### config.mk
export PLATFORM = sky130hd
export DESIGN_NAME = csi_raw_packed_pixel_unpacker_core
export DESIGN_NICKNAME = d
export VERILOG_FILES = /design/src/rtl/csiu_pkg.sv /design/src/rtl/csiu_unpack.sv /design/src/rtl/csi_raw_packed_pixel_unpacker_core.sv
export SDC_FILE = /design/constraint.sdc
export NUM_CORES = 1
export LEC_CHECK = 0
export BUFFER_PORTS_ARGS = -buffer_cell sky130_fd_sc_hd__buf_2
export CORE_ASPECT_RATIO = 0.75
export CORE_MARGIN = 3
export CORE_UTILIZATION = 50
export CTS_CLUSTER_DIAMETER = 150
export DETAILED_ROUTE_END_ITERATION = 6
export HOLD_SLACK_MARGIN = 0.15
export PLACE_DENSITY = 0.67
export SLEW_MARGIN = 20
export SYNTH_ARGS = -nofsm -noshare
export SYNTH_HDL_FRONTEND = slang
export SYNTH_HIERARCHICAL = 1
export SYNTH_SLANG_ARGS = --single-unit
### constraint.sdc
create_clock -name clk -period 7.84 [get_ports clk]
set_input_delay 1.568 -clock clk [delete_from_list [all_inputs] [get_ports clk]]
set_output_delay 1.568 -clock clk [all_outputs]
set_load 0.03 [all_outputs]
### src/rtl/csiu_pkg.sv
// Shared types and constants for the CSI raw packed pixel unpacker.
// Used by csiu_unpack and the top level csi_raw_packed_pixel_unpacker_core.
package csiu_pkg;

  // Pixel packing formats
  localparam logic [1:0] FMT_RAW8  = 2'd0;
  localparam logic [1:0] FMT_RAW10 = 2'd1;
  localparam logic [1:0] FMT_RAW12 = 2'd2;

  // Configuration register indexes
  localparam int CFG_ADDR_W = 3;
  localparam logic [CFG_ADDR_W-1:0] REG_PACK_FMT    = 3'd0;
  localparam logic [CFG_ADDR_W-1:0] REG_START_SKIP  = 3'd1;
  localparam logic [CFG_ADDR_W-1:0] REG_LINE_STRIDE = 3'd2;
  localparam logic [CFG_ADDR_W-1:0] REG_LINE_PIXELS = 3'd3;
  localparam logic [CFG_ADDR_W-1:0] REG_LINE_COUNT  = 3'd4;

  // Register reset values
  localparam logic [1:0]  RST_PACK_FMT    = FMT_RAW10;
  localparam logic [15:0] RST_START_SKIP  = 16'd0;
  localparam logic [15:0] RST_LINE_STRIDE = 16'd1280;
  localparam logic [13:0] RST_LINE_PIXELS = 14'd1024;
  localparam logic [13:0] RST_LINE_COUNT  = 14'd768;

  // Default width of the row and column counters
  localparam int DIM_BITS_DEF = 14;

  // Max pixels produced by one byte
  localparam int MAX_PIX = 4;

  typedef struct packed {
    logic [1:0]  pack_fmt;
    logic [15:0] start_skip;
    logic [15:0] line_stride;
    logic [13:0] line_pixels;
    logic [13:0] line_count;
  } cfg_t;

  typedef struct packed {
    logic [15:0] value;
    logic [13:0] column;
    logic [13:0] row;
    logic        line_end;
    logic        frame_end;
  } pix_t;

endpackage

### src/rtl/csiu_unpack.sv
// Frame, line and group counters plus the RAW8/10/12 byte unpacking.
// Depends on csiu_pkg for cfg_t and pix_t.
module csiu_unpack import csiu_pkg::*; #(
  parameter int DIM_BITS = DIM_BITS_DEF
) (
  input  logic             clk,
  input  logic             rst_n,
  input  cfg_t             cfg,
  input  logic             go,        // consume the held byte this cycle
  input  logic [7:0]       data_byte,
  input  logic             frame_start,
  output logic [2:0]       pix_cnt,   // pixels this byte yields
  output pix_t [MAX_PIX-1:0] pix
);

  // compare width wide enough for counters plus a small offset and 14-bit config
  localparam int CW = (DIM_BITS + 2 > 15) ? DIM_BITS + 2 : 15;

  logic [15:0]         skip_r, skip_nxt;
  logic [15:0]         bil_r, bil_nxt;
  logic [DIM_BITS-1:0] row_r, row_nxt;
  logic [DIM_BITS-1:0] col_r, col_nxt;
  logic [2:0]          big_r, big_nxt;
  logic                done_r, done_nxt;
  logic [7:0]          held_r [MAX_PIX];

  // state after the frame start restart
  logic [15:0]         skip_a, bil_a, bil_inc;
  logic [DIM_BITS-1:0] row_a, col_a, row_inc;
  logic [2:0]          big_a;
  logic                done_a;

  // format shape
  logic [2:0]          gbytes;
  logic                fmt_ok;
  logic [16:0]         line_bytes;
  logic [13:0]         eff_width;
  logic                active;
  logic                hold_we;
  logic [15:0]         pixv [MAX_PIX];
  logic [DIM_BITS-1:0] col_k;

  assign skip_a = frame_start ? cfg.start_skip : skip_r;
  assign bil_a  = frame_start ? '0 : bil_r;
  assign row_a  = frame_start ? '0 : row_r;
  assign col_a  = frame_start ? '0 : col_r;
  assign big_a  = frame_start ? '0 : big_r;
  assign done_a = frame_start ? (cfg.line_count == '0) : done_r;

  assign bil_inc = bil_a + 16'd1;
  assign row_inc = row_a + DIM_BITS'(1);

  // bytes per group, packed line length and pixels per line actually emitted
  always_comb begin
    case (cfg.pack_fmt)
      FMT_RAW8: begin
        gbytes     = 3'd1;
        fmt_ok     = 1'b1;
        line_bytes = 17'(cfg.line_pixels);
        eff_width  = cfg.line_pixels;
      end
      FMT_RAW10: begin
        gbytes     = 3'd5;
        fmt_ok     = 1'b1;
        line_bytes = 17'({cfg.line_pixels[13:2], 2'b00}) + 17'(cfg.line_pixels[13:2]);
        eff_width  = {cfg.line_pixels[13:2], 2'b00};
      end
      FMT_RAW12: begin
        gbytes     = 3'd3;
        fmt_ok     = 1'b1;
        line_bytes = 17'({cfg.line_pixels[13:1], 1'b0}) + 17'(cfg.line_pixels[13:1]);
        eff_width  = {cfg.line_pixels[13:1], 1'b0};
      end
      default: begin
        gbytes     = 3'd1;
        fmt_ok     = 1'b0;
        line_bytes = '0;
        eff_width  = '0;
      end
    endcase
  end

  assign active = fmt_ok && ({1'b0, bil_a} < line_bytes);

  // next state and pixel samples
  always_comb begin
    skip_nxt = skip_a;
    bil_nxt  = bil_a;
    row_nxt  = row_a;
    col_nxt  = col_a;
    big_nxt  = big_a;
    done_nxt = done_a;
    hold_we  = 1'b0;
    pix_cnt  = 3'd0;
    for (int k = 0; k < MAX_PIX; k++) begin
      pixv[k] = '0;
    end
    if (!done_a) begin
      if (skip_a != '0) begin
        skip_nxt = skip_a - 16'd1;
      end else begin
        if (active) begin
          if (cfg.pack_fmt == FMT_RAW8) begin
            pix_cnt = 3'd1;
            pixv[0] = {data_byte, 8'h00};
          end else if ((4'(big_a) + 4'd1) < 4'(gbytes)) begin
            hold_we = 1'b1;
            big_nxt = big_a + 3'd1;
          end else if (cfg.pack_fmt == FMT_RAW10) begin
            // low two bits of each pixel sit in the fifth byte
            pix_cnt = 3'd4;
            pixv[0] = {held_r[0], data_byte[1:0], 6'b0};
            pixv[1] = {held_r[1], data_byte[3:2], 6'b0};
            pixv[2] = {held_r[2], data_byte[5:4], 6'b0};
            pixv[3] = {held_r[3], data_byte[7:6], 6'b0};
            big_nxt = 3'd0;
          end else begin
            // low nibbles sit in the third byte
            pix_cnt = 3'd2;
            pixv[0] = {held_r[0], data_byte[3:0], 4'b0};
            pixv[1] = {held_r[1], data_byte[7:4], 4'b0};
            big_nxt = 3'd0;
          end
        end
        col_nxt = col_a + DIM_BITS'(pix_cnt);
        // line ends by stride, padding included; a zero stride acts as one
        if (bil_inc >= cfg.line_stride || bil_inc == '0) begin
          bil_nxt = '0;
          col_nxt = '0;
          big_nxt = '0;
          row_nxt = row_inc;
          if (CW'(row_inc) >= CW'(cfg.line_count) || row_inc == '0) begin
            done_nxt = 1'b1;
          end
        end else begin
          bil_nxt = bil_inc;
        end
      end
    end
  end

  // per-pixel marks
  always_comb begin
    col_k = '0;
    for (int k = 0; k < MAX_PIX; k++) begin
      col_k           = col_a + DIM_BITS'(k);
      pix[k].value    = pixv[k];
      pix[k].column   = 14'(col_k);
      pix[k].row      = 14'(row_a);
      pix[k].line_end = (CW'(col_a) + CW'(k + 1)) == CW'(eff_width);
      pix[k].frame_end = pix[k].line_end &&
                         ((CW'(row_a) + CW'(1)) == CW'(cfg.line_count));
    end
  end

  // counters
  always_ff @(posedge clk) begin
    if (!rst_n) begin
      skip_r <= '0;
      bil_r  <= '0;
      row_r  <= '0;
      col_r  <= '0;
      big_r  <= '0;
      done_r <= 1'b1;
    end else if (go) begin
      skip_r <= skip_nxt;
      bil_r  <= bil_nxt;
      row_r  <= row_nxt;
      col_r  <= col_nxt;
      big_r  <= big_nxt;
      done_r <= done_nxt;
    end
  end

  // held leading bytes of a group
  always_ff @(posedge clk) begin
    if (go && hold_we) begin
      held_r[big_a[1:0]] <= data_byte;
    end
  end

endmodule

### src/rtl/csi_raw_packed_pixel_unpacker_core.sv
// Top level of the CSI raw packed pixel unpacker: config registers, input
// register and pixel output buffer. Depends on csiu_pkg and csiu_unpack.
//
// in_*   : one received frame byte per request; tdata[7:0] is the byte,
//          tuser[0] marks the first byte of a frame and restarts all counters.
// out_*  : one pixel per request, MSB-aligned 16-bit value with column and
//          row; tuser carries line_end and frame_end, tlast marks the last
//          pixel produced by one input byte.
// cfg_*  : register writes (index on cfg_addr, value on cfg_data), always
//          ready; write only while the block is idle.
// The byte that completes a group is captured in the input register; its pixels
// are then written to the output buffer, from which the first is presented.
// Throughput: one byte per cycle for RAW8, RAW10 and RAW12 while out_tready
// stays high. A RAW10 group yields 4 pixels that leave the output buffer
// while the next group's first bytes are taken in; a byte that yields pixels
// waits in the input register only until the buffer has drained.
// Stalls: when out_tready is low the buffer holds; once the input register
// also holds a pixel-producing byte, in_tready drops.
// Reset: registers return to their defaults and the block ignores bytes
// until the first frame start.
module csi_raw_packed_pixel_unpacker_core import csiu_pkg::*; #(
  parameter int DIM_BITS = DIM_BITS_DEF
) (
  input  logic                  clk,
  input  logic                  rst_n,
  // byte stream
  input  logic                  in_tvalid,
  output logic                  in_tready,
  input  logic [7:0]            in_tdata,   // [7:0] data_byte
  input  logic [0:0]            in_tuser,   // [0] frame_start
  // pixel stream
  output logic                  out_tvalid,
  input  logic                  out_tready,
  output logic [47:0]           out_tdata,  // [15:0] pixel_value, [29:16] pixel_column,
                                            // [43:30] pixel_row, [47:44] zero
  output logic [1:0]            out_tuser,  // [0] line_end, [1] frame_end
  output logic                  out_tlast,  // run_last
  // configuration writes
  input  logic                  cfg_valid,
  output logic                  cfg_ready,
  input  logic [CFG_ADDR_W-1:0] cfg_addr,
  input  logic [15:0]           cfg_data
);

  cfg_t cfg_r;

  logic       in_vld_r;
  logic [7:0] in_byte_r;
  logic       in_fs_r;

  pix_t [MAX_PIX-1:0] res;
  logic [2:0]         res_cnt;
  pix_t               slot_r [MAX_PIX];
  logic [2:0]         rem_r;
  logic [1:0]         rd_r;

  logic out_fire, buf_free, go;
  pix_t cur;

  // configuration registers
  assign cfg_ready = 1'b1;

  always_ff @(posedge clk) begin
    if (!rst_n) begin
      cfg_r.pack_fmt    <= RST_PACK_FMT;
      cfg_r.start_skip  <= RST_START_SKIP;
      cfg_r.line_stride <= RST_LINE_STRIDE;
      cfg_r.line_pixels <= RST_LINE_PIXELS;
      cfg_r.line_count  <= RST_LINE_COUNT;
    end else if (cfg_valid) begin
      case (cfg_addr)
        REG_PACK_FMT:    cfg_r.pack_fmt    <= cfg_data[1:0];
        REG_START_SKIP:  cfg_r.start_skip  <= cfg_data;
        REG_LINE_STRIDE: cfg_r.line_stride <= cfg_data;
        REG_LINE_PIXELS: cfg_r.line_pixels <= cfg_data[13:0];
        REG_LINE_COUNT:  cfg_r.line_count  <= cfg_data[13:0];
        default: ;
      endcase
    end
  end

  // handshake between input register, unpacker and output buffer
  assign out_fire  = out_tvalid && out_tready;
  assign buf_free  = (rem_r == 3'd0) || (out_fire && rem_r == 3'd1);
  assign go        = in_vld_r && (res_cnt == 3'd0 || buf_free);
  assign in_tready = !in_vld_r || go;

  // input register
  always_ff @(posedge clk) begin
    if (!rst_n) begin
      in_vld_r <= 1'b0;
    end else if (in_tready) begin
      in_vld_r <= in_tvalid;
    end
  end

  always_ff @(posedge clk) begin
    if (in_tready && in_tvalid) begin
      in_byte_r <= in_tdata;
      in_fs_r   <= in_tuser[0];
    end
  end

  csiu_unpack #(
    .DIM_BITS (DIM_BITS)
  ) u_unpack (
    .clk         (clk),
    .rst_n       (rst_n),
    .cfg         (cfg_r),
    .go          (go),
    .data_byte   (in_byte_r),
    .frame_start (in_fs_r),
    .pix_cnt     (res_cnt),
    .pix         (res)
  );

  // output buffer: remaining count and read pointer
  always_ff @(posedge clk) begin
    if (!rst_n) begin
      rem_r <= '0;
      rd_r  <= '0;
    end else if (go && res_cnt != 3'd0) begin
      rem_r <= res_cnt;
      rd_r  <= '0;
    end else if (out_fire) begin
      rem_r <= rem_r - 3'd1;
      rd_r  <= rd_r + 2'd1;
    end
  end

  always_ff @(posedge clk) begin
    if (go && res_cnt != 3'd0) begin
      for (int k = 0; k < MAX_PIX; k++) begin
        slot_r[k] <= res[k];
      end
    end
  end

  // present the current pixel
  assign cur        = slot_r[rd_r];
  assign out_tvalid = (rem_r != 3'd0);
  assign out_tdata  = {4'b0, cur.row, cur.column, cur.value};
  assign out_tuser  = {cur.frame_end, cur.line_end};
  assign out_tlast  = (rem_r == 3'd1);

endmodule
* Word-level counts from Yosys, hierarchy flattened
Memory sizes are Yosys's and may differ from the RTL's. A register that Yosys moved wholly into a read port is not among the register bits.
Cells that the tools add are included.
** Word-level totals
- Memories kept :: 2
- RAM bits :: 216
- Register bits after elaboration :: 141
- Word-level logic and storage cells :: 148
** Operators by class
- Reduce and logical (&&, ||, !) cells :: 35
- Multiplexer cells :: 60
- Bitwise logic cells :: 1
- $lt $le $gt $ge :: 4
- Equality and inequality tests :: 12
- Add/subtract/negate cells :: 18
** Memories
- slot_r :: words 4, width 46, read ports 1, clocked after Yosys merged registers in 1, write ports 4, line csi_raw_packed_pixel_unpacker_core.sv:53 : pix_t slot_r [MAX_PIX];
- u_unpack.held_r :: words 4, width 8, read ports 4, clocked after Yosys merged registers in 0, write ports 1, line csiu_unpack.sv:25 : logic [7:0] held_r [MAX_PIX];
** Operator list (number)
- $mux W64 :: 4
- $mux W16 :: 8
- $mux W14 :: 8
- $eq A16 B14 Y1 :: 5
- $mux W3 :: 17
- $pmux W17 S3 :: 1
- $mux W48 :: 1
- $pmux W14 S3 :: 1
- $mux W32 :: 1
- $add A14 B1 Y15 const B :: 2
- $add A14 B2 Y15 const B :: 2
- $add A14 B1 Y14 const B :: 2
- $add A14 B2 Y14 const B :: 2
- $logic_not A14 Y1 :: 2
- $mux W24 :: 1
- $lt A16 B17 Y1 :: 1
- $add A16 B1 Y16 const B :: 1
- $ge A16 B16 Y1 :: 1
- $logic_not A16 Y1 :: 1
- $reduce_bool A16 Y1 :: 1
- $sub A16 B1 Y16 const B :: 1
- $add A14 B12 Y15 :: 1
- $add A14 B13 Y15 :: 1
- $add A14 B3 Y15 const B :: 1
- 26 further kinds :: 64

* Depth between registers and ports, before layout
- Depth in word-level cells :: 16
- Depth in mapped cells :: 29

* Cells and area by module
The synthesis kept the hierarchy.
** By module, submodules not included
- csiu_unpack :: instances 1, cells an instance 1424, area each 11193.2 um2
- csi_raw_packed_pixel_unpacker_core :: instances 1, cells an instance 583, area each 9634.2 um2

* Worst setup path before layout
Ideal clock, no wire load.
- Path kind :: flip-flop to flip-flop
- Start :: reg cfg_r[15] (netlist bit)
- End :: mem slot_r[0][0] (netlist bit), enable pin
- Arrival :: 7.896 ns
- Library setup time :: 0.537 ns
- Path slack :: -0.593 ns
- Buffers on the path :: 1
- Stages on the path, launching flop included :: 23
- Cell sequence :: dfxtp_1 -> ha_1 -> fa_1 -> a211oi_1 -> o21bai_1 -> a31oi_1 -> o21ai_0 -> o41a_1 -> nand2_1 -> nand2_1 -> a221o_1 -> ha_1 -> nand2_1 -> nand2_1 -> a211o_1 -> nor3_1 -> o2bb2ai_2 -> nand2_1 -> nor3b_1 -> buf_2 -> or3_1 -> nand4bb_2 -> inv_1
** RTL lines
- from (decl) :: line csi_raw_packed_pixel_unpacker_core.sv:45 : cfg_t cfg_r;
- to (decl) :: line csi_raw_packed_pixel_unpacker_core.sv:53

* Worst setup path in the final report
- Start :: reg cfg_r[16] (netlist bit)
- End :: out in_tready
** Between the ends
- Cells in the longest elaborated chain, start to end :: 13
- Elaborated cells between the ends (all ways) :: 14
** RTL lines
- $add A14 B12 Y15 / $add A14 B13 Y15 (equally long branches) :: line csiu_unpack.sv:65, csiu_unpack.sv:71
- $pmux W17 S3 (*) :: line csiu_unpack.sv:55 : case (cfg.pack_fmt)
- $lt A16 B17 Y1 (*) :: line csiu_unpack.sv:83 : assign active = fmt_ok && ({1'b0, bil_a} < line_bytes);
- $logic_and A1 B1 Y1 (*) :: line csiu_unpack.sv:83
- $mux W3 (*) :: line csiu_unpack.sv:102 : if (active) begin
- $mux W3 (*) :: line csiu_unpack.sv:99 : if (skip_a != '0) begin
- $mux W3 (*) :: line csiu_unpack.sv:98 : if (!done_a) begin
- $mux W3 (*) :: line csiu_unpack.sv:99
- $mux W3 (*) :: line csiu_unpack.sv:98
- via res_cnt[2] :: line csi_raw_packed_pixel_unpacker_core.sv:52 : logic [2:0] res_cnt;
- $logic_not A3 Y1 (*) :: line csi_raw_packed_pixel_unpacker_core.sv:85 : assign go = in_vld_r && (res_cnt == 3'd0 || buf_free);
- $logic_or A1 B1 Y1 (*) :: line csi_raw_packed_pixel_unpacker_core.sv:85
- $logic_and A1 B1 Y1 (*) :: line csi_raw_packed_pixel_unpacker_core.sv:85
- $logic_or A1 B1 Y1 (*) :: line csi_raw_packed_pixel_unpacker_core.sv:86 : assign in_tready = !in_vld_r || go;
- to (decl) :: line csi_raw_packed_pixel_unpacker_core.sv:28 : output logic in_tready,
Mark *: on every way through the listed nets, which the timed path passes. The rest lies on a longest branch. The select of a mux whose other input is x is not followed.

==> impl_metrics.yaml <==
synthesis:
  ys_warn_count: 6
  synth-async-reset-ratio_pct: 0
  syn_area_sq_um: 20830
  ys_seq_elements: 359
  synth.most_common_cell: "nand2_1"
  synth-edff-count: 225
  yosysTopAreaCellShare_pct: 32.44
  syn_inst: 2007
  yosysTopAreaCell: "edfxtp_1"
  avgSynthCellArea_sq_um: 10.38
  yosys-top-cells-count: "nand2_1, edfxtp_1, dfxtp_1, a21oi_1, nor2_1"
  yosys_most_used_dff: "edfxtp_1"
  yosysSeqAreaShare_pct: 45.32
  ys_types: 112
  yosys-top-cells-area: "edfxtp_1, dfxtp_1, ha_1, mux4_2, nand2_1"
placement:
  dpl.hpwl_mm: 39.07
  pre_cts_ws_ns: 0.9692
  io_buffers: 81
  finalWeightedCongestion: 0.9352
  place_inst: 2522
  postPlaceCellArea_sq_um: 21190
floorplan:
  rows: 64
  initial_core_util_pct: 50.90
  die_h_microns: 182.8
  io_pins: 87
  core_area_sq_um: 40920
  die_w_microns: 241.7
  dieArea_sq_um: 44170
pwr:
  peakVddDrop_uv: 149.9
  p_leak_nw: 8.166
  power.total_mw: 4.524
  pwr_density_cell_nw_per_um2: 201.1
cells_and_area:
  drive_gt1_share_pct: 14.16
  fin_cells: 2595
  final_util_pct: 54.98
  fillers: 3576
  area_growth_pct: 8.026
  final_area_sq_um: 22500
  diodes: 0
  fin_nets: 2126
clocking:
  ctsResizeCount: 0
  clk_latency_ns: 0.55
  clk_path_buf_depth: 3
  cts_max_level: 2
  path_clk_slew_ns: 0.06
  cts-buffers-inserted: 40
  cts_tree: "yes"
  cts_setup_buffers: 0
  cts_root_buf: "clkbuf_16"
  cts_sinks: 359
  hold_buffers: 0
grt:
  antenna_found_initial: 2
  grt_usage_pct: 24.24
  grt_max_degree: 74
  grt_pass1_wl_mm: 84.71
  grt_overflow_total: 0
  grt_pass1_vias: 14640
setup_path:
  timing.rr.start: "cfg_r[18]"
  cp-end-kind: "output port"
  critical_path_required_ns: 6.27
  r2r_cells: 26
  worst-setup-path-type: "register to output port"
  crit_path_start_kind: "register"
  rrSetupSlack_ns: 1.02
  cp.arrival_ns: 5.69
  path_max_fanout: 22
  reg2reg_to: "u_unpack/col_r[7]"
timing:
  setup_viol: 0
  final.setup.tns_ns: 0
  worst_pin_slew_ns: 1.030
  rsz0062_at_grt: "no"
  relSlewSlack_pct: 31.21
  finalClockSkew_ns: 0.01974
  fin_crit_ns: 7.257
  setup_slack_ns: 0.5832
  clock.fmax_mhz: 137.8
  holdWs_ns: 0.4560
  drv_slew: 0
  hold_violations: 0
  min_period_over_period_pct: 92.56
route:
  drc: 0
  drt_first_pass_iters: 5
  wire_per_inst_microns: 20.64
  drt_iter0_markers: 1481
  vias: 15440
  totalWireLength_mm: 53.57
  antenna_left: 0
  viasPerCell: 5.951
run:
  cap_violations: 0
min_path:
  hold_path.class: "register to register"
  min_path_cells: 2
  hp-start: "cfg_r[30]"
  min_to: "cfg_r[30]"
run_status:
  status: "finished clean"
-- layout by cell type, fill, tap and decap left out, types with 52 or more instances in the layout --
master    Yosys  layout
a21oi_1     119     119
buf_2        35      81
dfxtp_1     134     131
edfxtp_1    225     225
ha_1         87      87
inv_1        81      80
nand2_1     227     227
nand3_1      58      58
nor2_1      101     101
nor2b_1      52      52
o21ai_0      81      81
xnor2_1      81      81
-- state kept, by name, summed over array words and instances, names as in the netlist, named ones only --
register	count
rem_r	3
in_vld_r	1
u_unpack/row_r	14
u_unpack/big_r	3
u_unpack/done_r	1
u_unpack/held_r	32
u_unpack/col_r	14
u_unpack/skip_r	16
in_fs_r	1
in_byte_r	8
rd_r	2
cfg_r	62
slot_r	184
u_unpack/bil_r	16
-- cell families (layout without fill, tap and decap cells) --
group	after synthesis	count (layout)	share of synthesized area, %
AOI/OAI and AO/OA	411	411	13.56
xor gates and xnor gates	128	128	5.449
and+or+nand+nor	682	682	17.16
DFF	359	359	45.32
muxes	68	68	6.055
adders and majority gates	90	90	5.515
buffers and inverters	266	271	6.885
other	3	25	0.05406
-- where the power goes --
part	total, mW	internal (mW)	leakage [nW]	switching, mW
logic	0.596	0.225	4.42	0.370
clock network	1.84	1.08	0.627	0.764
registers	2.08	2.03	3.12	0.0533
total	4.52	3.34	8.17	1.19
-- area by class of cell --
class                   count  area, sq um  area share, %
well taps                 561        701.9          3.120
clock buffers              54         1084          4.816
inverters                  83        315.3          1.401
clock inverters            19        214.0         0.9509
repair buffers            115        685.7          3.047
flip-flops and latches    359         9445          41.98
multi-input cells        1404        10050          44.68
-- worst max path at each step --
| stage | startpoint | cells after the start | end |
|---|---|---|---|
| finish | cfg_r[16] | 22 | in_tready |
| global route | cfg_r[17] | 21 | in_tready |
| CTS | cfg_r[16] | 21 | in_tready |
| detailed placement | cfg_r[16] | 21 | in_tready |
| global placement | cfg_r[16] | 21 | in_tready |
| floorplan | cfg_r[17] | 21 | slot_r[0][0] |
-- layer usage --
metal	track usage (%)	vias up	share of wire (%)
met4	7.040	0	2.7
met1	37.39	7495	48
met3	4.385	101	8.2
li1	-	7237	-
met2	34.84	610	41
met5	0	-	0
-- worst max-delay path, stage by stage (launching register included) --
cell	delay, ns
dfxtp_2	0.41
ha_1	0.24
fa_1	0.43
a211oi_1	0.34
o21bai_1	0.18
a31oi_1	0.25
o21ai_0	0.18
o41a_1	0.35
nand2_1	0.08
nand2_1	0.06
a221o_1	0.32
ha_1	0.18
nand2_1	0.07
nand2_1	0.05
a211o_1	0.28
nor3_1	0.24
o2bb2ai_2	0.25
nand2_1	0.24
nor3b_2	0.20
buf_4	0.25
or3_1	0.19
o211ai_1	0.15
buf_2	0.21
Note: power is estimated with default switching activity, not from simulation.
